**config.mk**
```make
export PLATFORM = sky130hd
export DESIGN_NAME = rate_limited_history_ring_unit
export DESIGN_NICKNAME = d
export VERILOG_FILES = /design/src/rlhr_pkg.sv /design/src/rlhr_div.sv /design/src/rate_limited_history_ring_unit.sv
export VERILOG_INCLUDE_DIRS = /design/src /design/src/src
export SDC_FILE = /design/constraint.sdc
export NUM_CORES = 2
export LEC_CHECK = 0
export BUFFER_PORTS_ARGS = -buffer_cell sky130_fd_sc_hd__buf_4
export CORE_AREA = 2 2 317 319
export DETAILED_ROUTE_END_ITERATION = 8
export DIE_AREA = 0 0 319 321
export GPL_TIMING_DRIVEN = 0
export PLACE_DENSITY = 0.8
export SLEW_MARGIN = 20
export SYNTH_ARGS = -nofsm -noshare
export SYNTH_HDL_FRONTEND = slang
export SYNTH_SLANG_ARGS = --single-unit
```
**constraint.sdc**
```tcl
create_clock -name clk -period 11.33 [get_ports clk]
set_input_delay 0.5665 -clock clk [delete_from_list [all_inputs] [get_ports clk]]
set_output_delay 0.5665 -clock clk [all_outputs]
set_load 0.01 [all_outputs]
```
**src/rate_limited_history_ring_unit_macros.svh**
```systemverilog
// ----------------------------------------------------------------------------
// rate limited history ring: assertion macros
// concurrent assertion wrappers, compiled out for synthesis
// ----------------------------------------------------------------------------
`ifndef RATE_LIMITED_HISTORY_RING_UNIT_MACROS_SVH
`define RATE_LIMITED_HISTORY_RING_UNIT_MACROS_SVH

`ifndef SYNTHESIS
// checked on clk, ignored while rst_n is low
`define RLHR_ASSERT(lbl, prop, msg) \
  lbl: assert property (@(posedge clk) disable iff (!rst_n) prop) else $error(msg);
// checked on clk at every edge, reset included
`define RLHR_ASSERT_ALWAYS(lbl, prop, msg) \
  lbl: assert property (@(posedge clk) prop) else $error(msg);
`else
`define RLHR_ASSERT(lbl, prop, msg)
`define RLHR_ASSERT_ALWAYS(lbl, prop, msg)
`endif

`endif

```
**src/rlhr_pkg.sv**
```systemverilog
// ----------------------------------------------------------------------------
// rlhr_pkg
// shared types and constants of the rate limited history ring
// ----------------------------------------------------------------------------
package rlhr_pkg;

  localparam int unsigned FUNC_W = 2;
  localparam int unsigned TIME_W = 32;
  localparam int unsigned SVAL_W = 16;
  localparam int unsigned IDX_W  = 10;
  localparam int unsigned PCT_W  = 7;
  localparam int unsigned HELD_W = 8;

  // quotient of the average never exceeds 100
  localparam int unsigned QUO_W = PCT_W;

  // q8.8 percentage handling
  localparam int unsigned FRAC_W = 8;
  localparam int unsigned Q88_W  = 15;
  localparam logic [Q88_W-1:0] PCT_MAX_Q88 = 15'd25600;
  localparam logic [Q88_W-1:0] Q88_HALF    = 15'd128;

  localparam logic [TIME_W-1:0] INTERVAL_RESET = 32'd3600000;

  typedef enum logic [FUNC_W-1:0] {
    FUNC_SAMPLE = 2'd0,
    FUNC_ENTRY  = 2'd1,
    FUNC_PEAK   = 2'd2,
    FUNC_AVG    = 2'd3
  } func_t;

  typedef struct packed {
    logic busy;
    logic done;
  } div_status_t;

endpackage

```
**src/rlhr_div.sv**
```systemverilog
// ----------------------------------------------------------------------------
// rlhr_div
// restoring divider for the average, one quotient bit per cycle
// ----------------------------------------------------------------------------
module rlhr_div #(
  parameter int unsigned CNT_W = 8
) (
  input  logic                                    clk,
  input  logic                                    rst_n,
  input  logic                                    start,
  input  logic [CNT_W+rlhr_pkg::QUO_W-1:0]        dividend,
  input  logic [CNT_W-1:0]                        divisor,
  output rlhr_pkg::div_status_t                   status,
  output logic [rlhr_pkg::QUO_W-1:0]              quotient
);
  import rlhr_pkg::*;

  localparam int unsigned ACC_W  = CNT_W + QUO_W;
  localparam int unsigned STEP_W = $clog2(QUO_W);

  logic [ACC_W-1:0]  rem_r;
  logic [ACC_W-1:0]  dsh_r;
  logic [QUO_W-1:0]  quo_r;
  logic [STEP_W-1:0] step_r;
  logic              busy_r;
  logic              done_r;
  logic              ge;

  // dividend < 2^QUO_W * divisor, so QUO_W steps cover the quotient
  assign ge = (rem_r >= dsh_r);

  always_ff @(posedge clk) begin
    if (!rst_n) begin
      busy_r <= 1'b0;
      done_r <= 1'b0;
    end else begin
      done_r <= 1'b0;
      if (start) begin
        rem_r  <= dividend;
        dsh_r  <= ACC_W'(divisor) << (QUO_W - 1);
        quo_r  <= '0;
        step_r <= STEP_W'(QUO_W - 1);
        busy_r <= 1'b1;
      end else if (busy_r) begin
        if (ge) begin
          rem_r <= rem_r - dsh_r;
        end
        quo_r <= {quo_r[QUO_W-2:0], ge};
        dsh_r <= dsh_r >> 1;
        if (step_r == '0) begin
          busy_r <= 1'b0;
          done_r <= 1'b1;
        end else begin
          step_r <= step_r - 1'b1;
        end
      end
    end
  end

  assign status.busy = busy_r;
  assign status.done = done_r;
  assign quotient    = quo_r;

endmodule

```
**src/rate_limited_history_ring_unit.sv**
```systemverilog
// ----------------------------------------------------------------------------
// rate_limited_history_ring_unit
// ring history of percentage samples with entry read, peak and average
// ----------------------------------------------------------------------------
// One item is worked on at a time and every item gives exactly one result.
// A sample item (func 0) is stored only for the first sample or once at least
// sample_interval time units have passed since the last stored one (wrapping
// 32-bit difference); its q8.8 value is clamped to 0..100, rounded half up and
// written at the head of the ring, overwriting the oldest entry when full.
// Func 1 returns the entry at entry_index counted from the oldest (clamped to
// the held range), func 2 the peak and func 3 the truncated average of the
// held entries; all give 0 on an empty ring. The history lives in one
// CAPACITY x 7 synchronous memory with one read and one write port. A sample
// or any read of an empty ring goes from the execute state straight to the
// result stage, while an entry read passes through the registered memory
// read first; peak and average walk the memory read port one entry per cycle
// and the average then runs a 7-step divider. The next item is taken once
// the previous result sits in the output register. The configuration port
// is always ready and must only be written while idle.
// ----------------------------------------------------------------------------
`include "rate_limited_history_ring_unit_macros.svh"

module rate_limited_history_ring_unit #(
  parameter int unsigned CAPACITY = 168
) (
  input  logic        clk,
  input  logic        rst_n,
  // input items
  input  logic        in_tvalid,
  output logic        in_tready,
  input  logic [63:0] in_tdata,   // now_time[31:0], sample_value[47:32], entry_index[57:48]
  input  logic [1:0]  in_tuser,   // func[1:0]
  // result items
  output logic        out_tvalid,
  input  logic        out_tready,
  output logic [15:0] out_tdata,  // result_value[6:0], entries_held[14:7]
  output logic        out_tuser,  // sample_taken[0]
  // sample_interval register
  input  logic        cfg_valid,
  output logic        cfg_ready,
  input  logic [31:0] cfg_data
);
  import rlhr_pkg::*;

  localparam int unsigned PW    = $clog2(CAPACITY);      // ring address
  localparam int unsigned FW    = $clog2(CAPACITY + 1);  // fill count
  localparam int unsigned ACC_W = FW + QUO_W;            // sum of entries
  localparam int unsigned CW    = (FW > IDX_W - 1) ? FW : IDX_W - 1;
  localparam logic [FW-1:0] FILL_CAP = FW'(CAPACITY);
  localparam logic [PW:0]   POS_CAP  = (PW + 1)'(CAPACITY);
  localparam logic [PW-1:0] POS_LAST = PW'(CAPACITY - 1);

  typedef enum logic [2:0] {
    S_IDLE,
    S_EXEC,
    S_READ,
    S_SCAN,
    S_DIV,
    S_EMIT
  } state_t;

  state_t             state_r;

  // latched input item
  func_t              func_r;
  logic [TIME_W-1:0]  now_r;
  logic [SVAL_W-1:0]  sval_r;
  logic [IDX_W-1:0]   idx_r;

  // ring state
  logic [TIME_W-1:0]  interval_r;
  logic [PW-1:0]      write_pos_r;
  logic [FW-1:0]      fill_level_r;
  logic [TIME_W-1:0]  last_time_r;
  logic               any_taken_r;

  // walk over held entries
  logic [FW-1:0]      scan_cnt_r;
  logic               rd_pend_r;
  logic [ACC_W-1:0]   acc_r;
  logic [PCT_W-1:0]   max_r;

  // staged result and output register
  logic               res_taken_r;
  logic [PCT_W-1:0]   res_value_r;
  logic               out_tvalid_r;
  logic               out_taken_r;
  logic [PCT_W-1:0]   out_value_r;
  logic [HELD_W-1:0]  out_held_r;
  logic               out_load;

  // history memory
  logic [PCT_W-1:0]   hist_mem [CAPACITY];
  logic [PCT_W-1:0]   rd_data_r;
  logic               mem_we;
  logic               mem_re;
  logic [PW-1:0]      mem_raddr;

  // combinational helpers
  logic [TIME_W-1:0]  elapsed;
  logic               sample_take;
  logic [Q88_W-1:0]   pct_q88;
  logic [Q88_W-1:0]   rnd_sum;
  logic [PCT_W-1:0]   sample_pct;
  logic [CW-1:0]      idx_c;
  logic [CW-1:0]      fill_c;
  logic [PW-1:0]      idx_cl;
  logic [PW:0]        pos_sum;
  logic [PW-1:0]      entry_pos;
  logic               ring_full;
  logic               ring_empty;
  logic               scan_end;

  logic               div_start;
  div_status_t        div_st;
  logic [QUO_W-1:0]   div_quo;

  // ---------------------------------------------------------------------------
  // sample acceptance: wrapping elapsed time against the interval
  // ---------------------------------------------------------------------------
  assign elapsed     = now_r - last_time_r;
  assign sample_take = !any_taken_r || (elapsed >= interval_r);

  // clamp to 0..100.0 in q8.8, then round half up
  always_comb begin
    if (sval_r[SVAL_W-1]) begin
      pct_q88 = '0;
    end else if (sval_r[Q88_W-1:0] > PCT_MAX_Q88) begin
      pct_q88 = PCT_MAX_Q88;
    end else begin
      pct_q88 = sval_r[Q88_W-1:0];
    end
  end

  assign rnd_sum    = pct_q88 + Q88_HALF;
  assign sample_pct = rnd_sum[FRAC_W +: PCT_W];

  // ---------------------------------------------------------------------------
  // entry position: oldest entry sits at 0 until the ring wraps, then at the
  // write pointer
  // ---------------------------------------------------------------------------
  assign ring_full  = (fill_level_r == FILL_CAP);
  assign ring_empty = (fill_level_r == '0);

  always_comb begin
    idx_c  = CW'(idx_r[IDX_W-2:0]);
    fill_c = CW'(fill_level_r);
    if (idx_r[IDX_W-1]) begin
      idx_cl = '0;
    end else if (idx_c >= fill_c) begin
      idx_cl = PW'(fill_level_r - 1'b1);
    end else begin
      idx_cl = PW'(idx_c);
    end
    pos_sum = (PW + 1)'(write_pos_r) + (PW + 1)'(idx_cl);
    if (!ring_full) begin
      entry_pos = idx_cl;
    end else if (pos_sum >= POS_CAP) begin
      entry_pos = PW'(pos_sum - POS_CAP);
    end else begin
      entry_pos = PW'(pos_sum);
    end
  end

  // ---------------------------------------------------------------------------
  // memory ports
  // ---------------------------------------------------------------------------
  // held entries are always the raw addresses below fill, in any order
  assign scan_end = (scan_cnt_r == fill_level_r) && !rd_pend_r;

  assign mem_we = (state_r == S_EXEC) && (func_r == FUNC_SAMPLE) && sample_take;
  assign mem_re = ((state_r == S_EXEC) && (func_r == FUNC_ENTRY) && !ring_empty) ||
                  ((state_r == S_SCAN) && (scan_cnt_r < fill_level_r));
  assign mem_raddr = (state_r == S_EXEC) ? entry_pos : scan_cnt_r[PW-1:0];

  always_ff @(posedge clk) begin
    if (mem_we) begin
      hist_mem[write_pos_r] <= sample_pct;
    end
    if (mem_re) begin
      rd_data_r <= hist_mem[mem_raddr];
    end
  end

  // ---------------------------------------------------------------------------
  // average divider
  // ---------------------------------------------------------------------------
  assign div_start = (state_r == S_SCAN) && scan_end && (func_r == FUNC_AVG);

  rlhr_div #(
    .CNT_W    (FW)
  ) u_div (
    .clk      (clk),
    .rst_n    (rst_n),
    .start    (div_start),
    .dividend (acc_r),
    .divisor  (fill_level_r),
    .status   (div_st),
    .quotient (div_quo)
  );

  // ---------------------------------------------------------------------------
  // sequencer, ring state and output register
  // ---------------------------------------------------------------------------
  // result moves into the output slot when the slot is free or draining
  assign out_load = (state_r == S_EMIT) && (!out_tvalid_r || out_tready);

  always_ff @(posedge clk) begin
    if (!rst_n) begin
      state_r      <= S_IDLE;
      interval_r   <= INTERVAL_RESET;
      write_pos_r  <= '0;
      fill_level_r <= '0;
      last_time_r  <= '0;
      any_taken_r  <= 1'b0;
      rd_pend_r    <= 1'b0;
      out_tvalid_r <= 1'b0;
    end else begin
      if (cfg_valid && cfg_ready) begin
        interval_r <= cfg_data;
      end

      // output slot fills from the sequencer, drains on its own
      if (out_load) begin
        out_tvalid_r <= 1'b1;
      end else if (out_tready) begin
        out_tvalid_r <= 1'b0;
      end

      case (state_r)
        S_IDLE: begin
          if (in_tvalid) begin
            func_r  <= func_t'(in_tuser);
            now_r   <= in_tdata[31:0];
            sval_r  <= in_tdata[47:32];
            idx_r   <= in_tdata[57:48];
            state_r <= S_EXEC;
          end
        end

        S_EXEC: begin
          res_taken_r <= 1'b0;
          res_value_r <= '0;
          scan_cnt_r  <= '0;
          rd_pend_r   <= 1'b0;
          acc_r       <= '0;
          max_r       <= '0;
          case (func_r)
            FUNC_SAMPLE: begin
              if (sample_take) begin
                any_taken_r <= 1'b1;
                last_time_r <= now_r;
                write_pos_r <= (write_pos_r == POS_LAST) ? '0 : write_pos_r + 1'b1;
                if (!ring_full) begin
                  fill_level_r <= fill_level_r + 1'b1;
                end
                res_taken_r <= 1'b1;
                res_value_r <= sample_pct;
              end
              state_r <= S_EMIT;
            end
            FUNC_ENTRY: begin
              state_r <= ring_empty ? S_EMIT : S_READ;
            end
            default: begin
              // peak and average both walk the held entries
              state_r <= ring_empty ? S_EMIT : S_SCAN;
            end
          endcase
        end

        S_READ: begin
          res_value_r <= rd_data_r;
          state_r     <= S_EMIT;
        end

        S_SCAN: begin
          if (mem_re) begin
            scan_cnt_r <= scan_cnt_r + 1'b1;
          end
          rd_pend_r <= mem_re;
          if (rd_pend_r) begin
            acc_r <= acc_r + ACC_W'(rd_data_r);
            if (rd_data_r > max_r) begin
              max_r <= rd_data_r;
            end
          end
          if (scan_end) begin
            if (func_r == FUNC_PEAK) begin
              res_value_r <= max_r;
              state_r     <= S_EMIT;
            end else begin
              state_r <= S_DIV;
            end
          end
        end

        S_DIV: begin
          if (div_st.done) begin
            res_value_r <= div_quo;
            state_r     <= S_EMIT;
          end
        end

        S_EMIT: begin
          if (out_load) begin
            out_taken_r  <= res_taken_r;
            out_value_r  <= res_value_r;
            out_held_r   <= HELD_W'(fill_level_r);
            state_r      <= S_IDLE;
          end
        end

        default: begin
          state_r <= S_IDLE;
        end
      endcase
    end
  end

  assign in_tready  = (state_r == S_IDLE);
  assign cfg_ready  = 1'b1;
  assign out_tvalid = out_tvalid_r;
  assign out_tuser  = out_taken_r;
  assign out_tdata  = {1'b0, out_held_r, out_value_r};

  // ---------------------------------------------------------------------------
  // assertions
  // ---------------------------------------------------------------------------
  `RLHR_ASSERT(a_fill_bound, fill_level_r <= FILL_CAP, "fill level beyond capacity")
  `RLHR_ASSERT(a_wp_tracks_fill, (fill_level_r != FILL_CAP) |-> (FW'(write_pos_r) == fill_level_r), "write pointer off fill before wrap")
  `RLHR_ASSERT(a_fill_grows, (mem_we && !ring_full) |=> (fill_level_r == FW'($past(fill_level_r) + 1'b1)), "stored sample did not grow fill")
  `RLHR_ASSERT(a_scan_in_range, (mem_re && (state_r == S_SCAN)) |-> (FW'(mem_raddr) < fill_level_r), "walk read beyond held entries")
  `RLHR_ASSERT(a_div_done_in_div, div_st.done |-> (state_r == S_DIV), "divider finished outside average wait")

endmodule

```
# Word level (Yosys, flattened, before mapping)
# Memories as Yosys holds them, arrays and structs flattened. A register that Yosys moved wholly into a read port is not among the register bits.
# Cells that the tools add are included.
# totals
regBits	241
mem_bits_rw	1176
input_bits	103
out_inout_bits	20
mem_count	1
# op_classes
n_addsub	11
order_cmp	7
n_eq_ne	20
n_mux	48
bitwise	3
reduce_logical	39
# mem_list
memory	depth	width	rd	rd_ports_with_merged_regs	wr	line	text
hist_mem	168	7	1	1	1	rate_limited_history_ring_unit.sv:93	logic [PCT_W-1:0] hist_mem [CAPACITY];
# op_table
cell	count
$mux W15	6
$mux W7	8
$mux W8	7
$ge A32 B32 Y1	1
$sub A32 B32 Y32	1
$pmux W15 S2	1
$mux W14	2
$pmux W7 S4	1
$add A8 B1 Y8 const B	3
$mux W3	8
$reduce_and A3 Y1	7
$pmux W3 S6	1
$eq A8 B8 Y1 const B	2
$pmux W8 S2	1
$add A15 B7 Y15	1
$add A15 B8 Y15 const B	1
$ge A15 B14 Y1	1
$gt A15 B15 Y1 const B	1
$sub A15 B14 Y15	1
$pmux W7 S2	1
$ne A2 B2 Y1 const B	6
$reduce_and A4 Y1	3
$mux W1	10
$add A8 B8 Y9	1
other kinds (28)	53

# Longest topological paths before layout
# logic_depth
depth_word	8
ltp_mapped	30
depth_no_buf	28

# Hierarchy
# From an unflattened synthesis, not the netlist that was laid out.
# hier_totals
cells_unflattened	5035
hier_area_um2	63304.5
# by_module_without_submodules
mod	n_inst	cells_each	area_each_um2	seq_area_each_um2
rate_limited_history_ring_unit	1	4802	60857.1	40669.0
rlhr_div	1	233	2447.3	1211.2

# Worst setup path after synthesis
# Ideal clock, no wire load.
# synth_timing
kind	register to register
startpoint	register sval_r[15]
endpoint	memory hist_mem[0][6] (data pin)
t_arrival_ps	7030
required_ps	9812
path_slack_ps	2783
stages_incl_launch_ff	2
path_buffers	0
synth_period_minus_slack_ps	8547
path_cell_list	edfxtp_1 o21ai_0
# synth_via
elab_chain_cells	2
# synth_lines
item	line	text
start, declared	rate_limited_history_ring_unit.sv:67	logic [SVAL_W-1:0] sval_r;
start signal, assigned	rate_limited_history_ring_unit.sv:235	sval_r <= in_tdata[47:32];
$mux W15	rate_limited_history_ring_unit.sv:126	if (sval_r[SVAL_W-1]) begin
$add A15 B8 Y15	rate_limited_history_ring_unit.sv:135	assign rnd_sum = pct_q88 + Q88_HALF;
named net rnd_sum[14]	rate_limited_history_ring_unit.sv:103	logic [Q88_W-1:0] rnd_sum;
end, declared	rate_limited_history_ring_unit.sv:93	
# The timed path passes the listed nets, and every way through them passes these cells.

# Final worst setup path
# layout_timing
startpoint	register fill_level_r[5]
endpoint	register rd_data_r[0], read port of hist_mem (data pin)
# layout_via
elab_chain_cells	8
elab_cells_between_ends	17
# layout_lines
item	line	text
start, declared	rate_limited_history_ring_unit.sv:73	logic [FW-1:0] fill_level_r;
start signal, assigned	rate_limited_history_ring_unit.sv:255	fill_level_r <= fill_level_r + 1'b1;
$sub A8 B1 Y8 / $ge A9 B8 Y1 (equally long branches)	rate_limited_history_ring_unit.sv:151, rate_limited_history_ring_unit.sv:150	
$mux W8	rate_limited_history_ring_unit.sv:150	end else if (idx_c >= fill_c) begin
$mux W8	rate_limited_history_ring_unit.sv:148	if (idx_r[IDX_W-1]) begin
$add A8 B8 Y9	rate_limited_history_ring_unit.sv:155	pos_sum = (PW + 1)'(write_pos_r) + (PW + 1)'(idx_cl);
$sub A8 B8 Y8 / $ge A9 B8 Y1 (equally long branches)	rate_limited_history_ring_unit.sv:159, rate_limited_history_ring_unit.sv:158	
$mux W8	rate_limited_history_ring_unit.sv:158	end else if (pos_sum >= POS_CAP) begin
$mux W8	rate_limited_history_ring_unit.sv:156	if (!ring_full) begin
$mux W8	rate_limited_history_ring_unit.sv:174	assign mem_raddr = (state_r == S_EXEC) ? entry_pos : scan_cnt_r[PW-1:0];
end, declared	rate_limited_history_ring_unit.sv:94	logic [PCT_W-1:0] rd_data_r;
# Parallel ways exist; a longest one is shown, timed or not.
# A chain may end at the register's enable or synchronous reset.

==> impl_metrics.csv <==
group,metric,value,unit
timing,hold_ws,0.0254,ns
final_layout,final_cell_mix,"edfxtp_1 (1,336), nand2_1 (1,089), nand3_1 (454), nor2_1 (279), clkbuf_1 (173)",
grt,track_usage,0.365,
synthesis,synthFlopType,"edfxtp_1",
setup_path,crit_chain,"clkbuf_1, inv_1, ha_1, and3_1, a221oi_1, nand2_1, a211oi_1, ha_1, and3_1, a22oi_1, a21oi_1, nor2_1, and3_1, nor3_1, o311a_1, nor2_1, buf_2, clkbuf_1, nand3_1, a21oi_1, nor4_1, nor4_1",
routing,wirelength,189,mm
routing,route.detailed.drc,0,
synthesis,async_flop_share,0,
routing,vias_per_cell,6.57,
worst_hold_path,hp-class,"in -> reg",
grt,antenna_found_initial,13,
placed_design,dp_hpwl,130,mm
job,maxCapViolCount,0,
floorplan,start_util,0.622,
grt,grt-ovfl-total,0,
power,power_density,246,mW/mm2
synthesis,seq_area_frac_synth,0.678,
setup_path,crit_path_start_kind,"register",
timing,clock.fmax,0.115,GHz
synthesis,syn_area_per_cell,12.3,um2
floorplan,chipWidth,319,um
run_status,status,"completed",
power,ir_drop,0.185,mV
floorplan,core,0.0993,mm2
timing,period_share,0.770,
floorplan,fp.dieH,321,um
timing,setup_viol,0,
cts,cts.clk_slew.worst_paths,0.06,ns
synthesis,synth-edff-count,1336,
synthesis,syn_area,0.0618,mm2
synthesis,synth_cell_types,83,
timing,fin_worst_skew,0.0392,ns
cts,cts_sinks,1424,
synthesis,syn_nets,5263,
timing,slew_violations,0,
grt,grt_pass1_wl,273,mm
cts,cts_made_buffers,143,
timing,worst_slew_pin_slew,1.30,ns
final_layout,areaGrowthSynthToFinish,14.3,%
timing,rsz0062_at_grt,"no",
power,p_leak,25.2,nW
final_layout,drive_above_1_share,0.0948,
synthesis,ys_ff_latch,1424,
grt,grt_pass1_vias,43400,
floorplan,pin_count,123,
floorplan,fp-row-count,116,
final_layout,final_common_cell,"edfxtp_1",
routing,dr.pass1.iters,7,
timing,hold_viol,0,
synthesis,ys_warn_count,0,
timing,layout_min_cycle_time,8.73,ns
setup_path,worst_path_max_delay_cell,"nor2_1",
routing,wl_per_cell,27.7,um
cts,cts.htree.levels,4,
timing,slew_headroom,0.126,
cts,root_buffer,"clkbuf_16",
routing,drtAntennaViolNets,0,
grt,grt_max_degree,84,
floorplan,dieArea,0.102,mm2
cts,cts_post_setup_buffers_inserted,0,
setup_path,worst_setup_path_end_kind,"register",
final_layout,final_nets,5642,
cts,ctsHoldBuffers,68,
placed_design,gp_congestion,1.03,
setup_path,cpMostUsedCell,"and3_1",
placed_design,place_ws,3.08,ns
cts,cts_tree,"yes",
routing,via_count,44800,
cts,clockBufferDepth,3,
setup_path,worstSetupPathType,"reg -> reg",
setup_path,cp_data_required_time,11.77,ns
routing,drtIter0Drc,7224,
timing,worst_slack,2.60,ns
placed_design,port-buffer-count,113,
synthesis,syn-instance-count,5029,
setup_path,cp.arrival,9.16,ns
cts,cts.repair.resized,0,
cts,insertion_delay,0.80,ns
setup_path,cp_max_fo,10,
setup_path,max_stage_delay,0.83,ns
## area by class of cell
type / count / area, um2
sequential: 1424 / 41900
tap: 1298 / 1620
clock inverter: 82 / 832
buffer: 296 / 1330
fill: 6377 / 28700
timing repair buffer: 234 / 2500
multi-input combinational: 3177 / 18200
clock buffer: 169 / 3740
inverter: 132 / 495
antenna: 9 / 22.5
## worst max-delay path: cells and delay by family, from the launching register on
kind / cells / cell delay (ns)
flops: 1 / 0.32
fa+ha+maj: 2 / 0.74
buf+inv: 4 / 1.79
simple gates: 10 / 3.24
compound gates: 6 / 2.28
## stage by stage
step           instance area [um2]  TNS [ns]  power [mW]   util  cells
2_1_floorplan                61800         0        9.76      -   5029
3_3_place_gp                 64200  -2177.64        12.2  0.647   6440
3_5_place_dp                 65300         0        12.3  0.658   6492
4_1_cts                      70600         0        16.9  0.711   6811
5_1_grt                      70600         0        17.7  0.711   6815
6_report                     70600         0        17.4  0.711   6821
## synth_stat cells (12+ instances only)
cell      instances  area share
a31oi_1          52      0.0053
ha_1            127       0.026
clkbuf_1        153      0.0093
mux2i_1         158       0.026
o31ai_1          15      0.0018
nand2b_1         19      0.0019
nand3b_1         15      0.0018
a21oi_1         140       0.011
nand2_1        1089       0.066
and2_1           35      0.0035
edfxtp_1       1336        0.65
buf_4            14      0.0017
xnor2_1          55      0.0078
a221oi_1         69      0.0098
nor2b_1          46      0.0047
nand4_1          27      0.0027
nand3_1         454       0.037
o21ai_0          77      0.0062
o22ai_1          12      0.0012
dfxtp_1          88       0.029
o211ai_1         18      0.0022
nor4_1           22      0.0022
and3_1           78      0.0079
nor3_1           68      0.0055
a32oi_1          21      0.0030
buf_2            91      0.0074
o21a_1           15      0.0018
a21boi_0         49      0.0060
xor2_1           19      0.0027
a32o_1           16      0.0026
buf_1            32      0.0019
a311oi_1         17      0.0024
inv_1           132      0.0080
nor2_1          280       0.017
a311o_1          17      0.0028
a21o_1           32      0.0039
## path summary, 6_finish.rpt
check / start / endpoint / slack, ns / cells after the start
setup / recovery: fill_level_r[5]$_SDFFE_PN0P_ / rd_data_r[0]$_DFFE_PN_ / 2.60 / 22
hold / removal: cfg_data[18] / interval_r[18]$_SDFFE_PN1P_ / 0.03 / 3
hold reg to reg: res_value_r[1]$_DFFE_PP_ / out_value_r[1]$_DFFE_PP_ / 0.41 / 0
setup reg to reg: fill_level_r[5]$_SDFFE_PN0P_ / rd_data_r[0]$_DFFE_PN_ / 2.60 / 22
## power breakdown
part           switching (mW)  internal [mW]
Combinational            4.76           1.83
Sequential             0.0649           6.02
Clock                    2.06           2.61
## registers in the layout (all words and copies together) (netlist names), 8 cells and up
signal	count
acc_r	15
fill_level_r	8
hist_mem	1176
idx_r	10
interval_r	32
last_time_r	32
now_r	32
out_held_r	8
scan_cnt_r	8
sval_r	16
u_div.dsh_r	14
u_div.rem_r	15
write_pos_r	8
## per-layer routing
layer	wire (um)	up-vias	GRT usage
li1	-	19200	-
met1	64000	21300	0.450
met2	84300	3475	0.562
met3	26200	798	0.116
met4	14000	12	0.231
met5	92	-	0
## kinds of logic after synthesis
| kind of cell | share of synthesized area |
|---|---|
| AOI/OAI and AO/OA | 0.0727 |
| xor gates and xnor gates | 0.0105 |
| adders and majority gates | 0.0270 |
| buffers and inverters | 0.0294 |
| DFF | 0.678 |
| muxes | 0.0275 |
| other | 0.000122 |
| and+or+nand+nor | 0.155 |
(Power assumes the default switching activity.)
